File: src/ewtc_pkg.sv
// ----------------------------------------------------------------------------
// ewtc_pkg
// Shared types, constants and clipping helpers for the weighted trapezoid
// convolution block.
// ----------------------------------------------------------------------------
package ewtc_pkg;

  localparam int FRAC_BITS = 16;
  localparam int ACC_WIDTH = 48;

  typedef struct packed {
    logic               start_of_series;
    logic signed [31:0] curvature;
    logic signed [31:0] position;
    logic        [30:0] spacing;
  } in_t;

  typedef struct packed {
    logic signed [ACC_WIDTH-1:0] integral;
    logic                        saturated;
  } out_t;

  typedef struct packed {
    logic        go;
    logic [63:0] a;
    logic [63:0] b;
  } mul_req_t;

  typedef struct packed {
    logic         done;
    logic [127:0] prod;
  } mul_rsp_t;

  typedef struct packed {
    logic signed [63:0] val;
    logic               sat;
  } s64sat_t;

  localparam logic signed [63:0] I64_MAX  = 64'sh7fff_ffff_ffff_ffff;
  localparam logic signed [63:0] X_HI     = 64'sh0000_0017_0000_0000;
  localparam logic signed [63:0] X_LO     = 64'shffff_ffe8_0000_0000;
  localparam logic signed [63:0] Z_OFS    = 64'sh0000_0018_0000_0000;
  localparam logic signed [63:0] T_OFS    = 64'sd148711873536;
  localparam logic        [63:0] LOG2E_Q25 = 64'd48408813;
  localparam logic        [63:0] LN2_Q30   = 64'd744261118;
  localparam logic        [31:0] Q30_ONE   = 32'h4000_0000;
  localparam logic [ACC_WIDTH-1:0] W_SAT   = '1;
  localparam logic signed [ACC_WIDTH-1:0] ACC_MAX = {1'b0, {(ACC_WIDTH-1){1'b1}}};
  localparam logic signed [ACC_WIDTH-1:0] ACC_MIN = {1'b1, {(ACC_WIDTH-1){1'b0}}};

  function automatic logic [63:0] abs64(input logic signed [63:0] v);
    return v[63] ? 64'(-v) : 64'(v);
  endfunction

  // floor(2^32 / n)
  function automatic logic [31:0] recip(input logic [3:0] n);
    logic [31:0] r;
    case (n)
      4'd2:    r = 32'd2147483648;
      4'd3:    r = 32'd1431655765;
      4'd4:    r = 32'd1073741824;
      4'd5:    r = 32'd858993459;
      4'd6:    r = 32'd715827882;
      4'd7:    r = 32'd613566756;
      4'd8:    r = 32'd536870912;
      4'd9:    r = 32'd477218588;
      4'd10:   r = 32'd429496729;
      default: r = 32'd0;
    endcase
    return r;
  endfunction

  function automatic s64sat_t sat_add64(input logic signed [63:0] a,
                                        input logic signed [63:0] b);
    logic signed [64:0] s;
    s64sat_t r;
    s = {a[63], a} + {b[63], b};
    r.sat = 1'b0;
    r.val = s[63:0];
    if (s > $signed({I64_MAX[63], I64_MAX})) begin
      r.val = I64_MAX;
      r.sat = 1'b1;
    end else if (s < -$signed({I64_MAX[63], I64_MAX})) begin
      r.val = -I64_MAX;
      r.sat = 1'b1;
    end
    return r;
  endfunction

  // magnitude product shifted right, sign applied, clipped to +-(2^63-1)
  function automatic s64sat_t mul_clip(input logic [127:0] prod,
                                       input logic half, input logic neg);
    logic [127:0] sh;
    s64sat_t r;
    sh = half ? (prod >> (FRAC_BITS + 1)) : (prod >> FRAC_BITS);
    r.sat = 1'b0;
    if (|sh[127:63]) begin
      r.sat = 1'b1;
      r.val = neg ? -I64_MAX : I64_MAX;
    end else begin
      r.val = neg ? -$signed(sh[63:0]) : $signed(sh[63:0]);
    end
    return r;
  endfunction

endpackage

File: src/ewtc_lmul.sv
// ----------------------------------------------------------------------------
// ewtc_lmul
// 64 x 64 unsigned multiplier built from one 32 x 32 unit, one partial
// product a cycle; zero upper halves are skipped.
// ----------------------------------------------------------------------------
module ewtc_lmul import ewtc_pkg::*; (
  input  logic     clk,
  input  logic     rst_n,
  input  mul_req_t req,
  output mul_rsp_t rsp
);

  logic [63:0]  a_r, b_r;
  logic [1:0]   idx_r, last_r;
  logic         busy_r;
  logic [63:0]  pp_r;
  logic [1:0]   pp_sh_r;
  logic         pp_v_r, pp_last_r, done_r;
  logic [127:0] acc_r;

  logic [31:0]  a_sel, b_sel;
  logic         need;
  logic [63:0]  pp;

  assign a_sel = idx_r[1] ? a_r[63:32] : a_r[31:0];
  assign b_sel = idx_r[0] ? b_r[63:32] : b_r[31:0];
  assign need  = (~idx_r[1] | (|a_r[63:32])) & (~idx_r[0] | (|b_r[63:32]));
  assign pp    = {32'b0, a_sel} * {32'b0, b_sel};

  always_ff @(posedge clk) begin
    if (!rst_n) begin
      busy_r    <= 1'b0;
      pp_v_r    <= 1'b0;
      pp_last_r <= 1'b0;
      done_r    <= 1'b0;
    end else begin
      done_r    <= pp_last_r;
      pp_last_r <= busy_r && (idx_r == last_r);
      pp_v_r    <= busy_r && need;
      if (req.go) begin
        busy_r <= 1'b1;
      end else if (busy_r && idx_r == last_r) begin
        busy_r <= 1'b0;
      end
    end
  end

  always_ff @(posedge clk) begin
    pp_r    <= pp;
    pp_sh_r <= {1'b0, idx_r[1]} + {1'b0, idx_r[0]};
    if (req.go) begin
      a_r    <= req.a;
      b_r    <= req.b;
      idx_r  <= 2'd0;
      last_r <= {|req.a[63:32], |req.b[63:32]};
      acc_r  <= '0;
    end else begin
      if (busy_r) begin
        idx_r <= idx_r + 2'd1;
      end
      if (pp_v_r) begin
        acc_r <= acc_r + ({64'b0, pp_r} << {pp_sh_r, 5'b0});
      end
    end
  end

  assign rsp.done = done_r;
  assign rsp.prod = acc_r;

endmodule

File: config.mk
export PLATFORM = sky130hd
export DESIGN_NAME = ewtc_lmul
export DESIGN_NICKNAME = d
export VERILOG_FILES = /design/src/ewtc_pkg.sv /design/src/ewtc_lmul.sv
export SDC_FILE = /design/constraint.sdc
export NUM_CORES = 2
export LEC_CHECK = 0
export ABC_CLOCK_PERIOD_IN_PS = 22200
export BUFFER_PORTS_ARGS = -buffer_cell sky130_fd_sc_hd__buf_2
export CAP_MARGIN = 20
export CORE_ASPECT_RATIO = 0.5
export CORE_UTILIZATION = 55
export CTS_CLUSTER_DIAMETER = 150
export CTS_CLUSTER_SIZE = 20
export DETAILED_ROUTE_END_ITERATION = 12
export GPL_TIMING_DRIVEN = 1
export PLACE_DENSITY = 0.76
export SKIP_LAST_GASP = 1
export SLEW_MARGIN = 25
export SYNTH_ARGS = -nofsm -noshare
export SYNTH_HDL_FRONTEND = slang
export SYNTH_SLANG_ARGS = --single-unit
File: constraint.sdc
create_clock -name clk -period 22.2 [get_ports clk]
set_input_delay 3.33 -clock clk [delete_from_list [all_inputs] [get_ports clk]]
set_output_delay 3.33 -clock clk [all_outputs]
set_load 0.02 [all_outputs]
**Word level (Yosys, flattened, before mapping)**

Index checks and enable logic that the tools add are counted.

- Equality and inequality tests: 1
- Add/subtract/negate cells: 3
- Muxes and demuxes: 4
- Reductions and logical operators: 7
- Bitwise logic cells: 5
- Shifts and indexed selects: 1
- Multipliers: 1

Operators by type and width:

| kind | number |
|---|---|
| $add A128 B128 Y128 | 1 |
| $reduce_or A32 Y1 | 4 |
| $shl A64 B7 Y128 | 1 |
| $mul A32 B32 Y64 | 1 |
| $mux W32 | 2 |
| $add A1 B1 Y2 | 1 |
| $add A2 B1 Y2 const B | 1 |
| $eq A2 B2 Y1 | 1 |
| $logic_and A1 B1 Y1 | 2 |
| $mux W1 | 2 |
| $not A1 Y1 | 2 |
| $or A1 B1 Y1 | 2 |
| $reduce_bool A2 Y1 | 1 |
| $and A1 B1 Y1 | 1 |

- Input bits: 131
- Output and inout port bits: 129
- Flip-flop bits (word level): 330
- Logic and storage cells: 33

**Depth between registers and ports, before layout**

- Depth in word-level cells: 4
- Gate-level depth with buffers: 35

**Worst setup path after synthesis**

OpenSTA, ideal clock, no wires.

- Kind: register to register
- From: register idx_r[0]
- To: register pp_r[61]
- Arrival time: 8585 ps
- Cell stages (with the launch flop): 29
- Path buffers: 4
- Setup slack: 13543 ps
- Period minus slack after synthesis: 8657 ps
- Library setup time: 72 ps
- Cells stage by stage: dfxtp_1 clkbuf_1 buf_1 clkbuf_1 mux2i_1 clkbuf_1 nor2_1 fa_1 inv_1 fa_1 fa_1 fa_1 inv_1 fa_1 fa_1 fa_1 fa_1 ha_1 a21o_1 a21o_1 a21o_1 a2111oi_0 a211o_1 a21bo_2 a21oi_1 a311oi_2 nor3_1 a221oi_2 xnor2_1

- Cells in the longest elaborated chain, start to end: 2

RTL lines:

| item | line | text |
|---|---|---|
| start: declaration | ewtc_lmul.sv:14 | `logic [1:0] idx_r, last_r;` |
| start signal: assignment | ewtc_lmul.sv:59 | `idx_r <= idx_r + 2'd1;` |
| $mux W32 | ewtc_lmul.sv:26 | `assign b_sel = idx_r[0] ? b_r[63:32] : b_r[31:0];` |
| $mul A32 B32 Y64 | ewtc_lmul.sv:28 | `assign pp = {32'b0, a_sel} * {32'b0, b_sel};` |
| net pp[61] | ewtc_lmul.sv:23 | `logic [63:0] pp;` |
| end signal: assignment | ewtc_lmul.sv:49 | `pp_r <= pp;` |
| end: declaration | ewtc_lmul.sv:16 | `logic [63:0] pp_r;` |

The timed path passes the listed nets, and every way through them passes these cells.
A chain may end at the register's enable or synchronous reset.

**Worst setup path after layout**

- From: register idx_r[0]
- To: register pp_r[45]

The elaborated chain is that of the path after synthesis.

==> metrics.txt <==
worst reg2reg path depth 28; first-pass GRT wire length 298.5 mm; drt first pass iters 6; total gr overflow 0; wirelength, routed just over 200 mm; Slew Viols, Final 0; setup violators final 0; Crit Path Max Fanout 35; Synth cell types 88; Die ar. 97510 um2; # IOs 260; Die Width 440.6 um; Mapped Area between 50000 and 60000 um2; R2R Path Start idx_r[0]; layout cells sized above 1 8.724%; crit share post-route a little over two fifths; H-tree depth 1; Worst EP required 22690 ps; setup_tns 0 ps; DRC 0; Synth area leaders fa_1 (34%), ha_1 (9.2%), dfxtp_1 (7.6%); largest net degree at the start of global routing 68; TritonCTS clock tree done; Synth Area in XOR/XNOR 2.914%; complex-gate fraction of the synthesized area 10.73%; num rows 79; Clock Tree Root clkbuf_16; asr flop ratio synth 0%; Synth area leader fa_1; Sink Count 330; fmax 102.4 MHz; RR Endpoint pp_r[45]; synthesis-to-finish area growth 6.121%; Synth Warn # 0; Final Hold Vio Count 0; HPWL Detailed 160.0 mm; Final WS setup 12440 ps; post-cts resize count 0; Final Skew 31.86 ps; core area approximately 94000 um2; fin crit period 9763 ps; Commonest cells post-synth inv_1 (943), fa_1 (897), nor2_1 (840); critical path arrival 10250 ps; vias in the first global route 46510; Min-Delay Path Class reg2reg; Setup WS pre-CTS 12660 ps; Top FF cell, synth dfxtp_1; Mapped Cells 6000; Critical Path Most Common Cell fa_1; initial antenna violation count 9; share of the synthesized area in the top cell type 33.94%; clk buf depth 3; Worst Setup End Kind register; WHS Path Cells 1; Nets 7476; Slew HR 21.79%; # hold bufs at CTS 0; Seq cells post-synth 330; RSZ-0062 raised after global routing false; count of flip-flops with a built-in enable after synthesis 130; R2R setup slack 12440 ps; CTS buffer count 20; Die Y 221.3 um; slowest stage cell on the critical path dfxtp_4; largest family of logic cells by synthesized area adder cells; Placer Congestion 1.074; Seq/Total Area, Yosys 14.95%; DR vias/cell 6.218; clock transition at the registers of the reported paths 120 ps; Routed Antenna Nets 0; hold path endpoint done_r; net count after synthesis 7419; Inst Count DP 7289; actual slew at the worst max-slew pin roughly 1100 ps; maxcap violations 0; Skew-Pair Late Insertion Delay between 600 and 700 ps; fin cells 7325; status completed; initial DRC count 5374; simple-gate share of the synthesized area 15.02%; startpoint types register; DR vias 45550; total track usage 41.77%; multiplexer area fraction after synthesis under 10%; syn avg cell area 8.817 um2; IO Port Bufs 259; adder-cell share of the synthesized area between 40% and 50%; post-DR wirelength/cell 27.79 um; postcts setup bufs 0; Crit Path Category reg2reg; worst hold start pp_last_r; most common cell in the synthesized netlist inv_1; Worst path max stage delay 790 ps; Starting Density 56.22%
## cell type report
cell class / count / area [um2]
Multi-Input combinational cell: 4422 / 40570
Clock buffer: 28 / 551.8
Sequential cell: 330 / 7921
Timing Repair Buffer: 339 / 1956
Fill cell: 8235 / 37960
Clock inverter: 1 / 11.26
Inverter: 944 / 3543
Tap cell: 1255 / 1570
Antenna cell: 6 / 15.01
## metrics by stage
stage	instance area (um2)	hold WS [ps]	util [%]
detailed placement	55540	429.3	59.02
global placement	55450	421.5	58.92
global route	56130	461.3	59.65
CTS	56100	449.1	59.62
floorplan	52900	411.8	-
finish	56140	443.4	59.66
## critical path, delay by kind of cell (launching register included)
family	cells	cell delay, ps
adder cells (fa/ha/maj)	9	4160
AND/OR/NAND/NOR	3	420
XOR/XNOR	1	270
flip-flops	1	790
AO/OA/AOI/OAI	8	2420
buffers and inverters	6	1250
multiplexers	1	270
## state kept, by name, summed over array words and instances, names as in the netlist
name	flops
b_r	64
idx_r	2
last_r	2
a_r	64
busy_r	1
pp_r	64
pp_last_r	1
pp_v_r	1
acc_r	128
pp_sh_r	2
done_r	1
## cells by family (layout without fill, tap and decap cells)
family / after synthesis / in the layout
simple gates: 1871 / 1871
compound gates: 871 / 871
other cells: 0 / 6
flops: 330 / 330
mux: 216 / 216
buf+inv: 1248 / 1312
fa+ha+maj: 1288 / 1288
xor+xnor: 176 / 176
## cell usage in the layout (no fill, tap or decap), types with 21 or more instances in the layout
master and instances:
buf_4 75, a21o_1 131, clkbuf_16 21, inv_1 943
xor2_1 69, nand4_1 92, nor4_1 35, edfxtp_1 130
a21oi_1 275, a22o_1 35, and2_1 40, mux2_2 65
buf_2 258, and3_1 21, nor2b_1 50, o21a_1 30
o21ai_0 150, mux2i_2 40, xnor2_1 107, o21bai_1 62
ha_1 391, nand3_1 26, fa_1 897, nor2_1 839
nand2_1 659, dfxtp_1 195, mux2i_1 100, nor3_1 36
## layer usage
| metal | vias up | GRT usage [%] | share of wire [%] |
|---|---|---|---|
| li1 | 19290 | - | - |
| met1 | 22430 | 53.69 | 38 |
| met4 | 6 | 21.69 | 6.5 |
| met2 | 3115 | 60.25 | 41 |
| met5 | - | 0 | 0.042 |
| met3 | 708 | 17.09 | 14 |
## worst max path at each step
stage               startpoint  endpoint  slack, ps
global placement      idx_r[1]  pp_r[45]      12760
global route          idx_r[1]  pp_r[59]      12200
CTS                   idx_r[0]  pp_r[45]      12620
finish                idx_r[0]  pp_r[45]      12440
detailed placement    idx_r[0]  pp_r[45]      12660
floorplan             idx_r[0]  pp_r[61]      13540
Power is left out: the tool's default activity adds up to more than one toggle a clock period on the data nets, which glitch-free logic cannot reach.
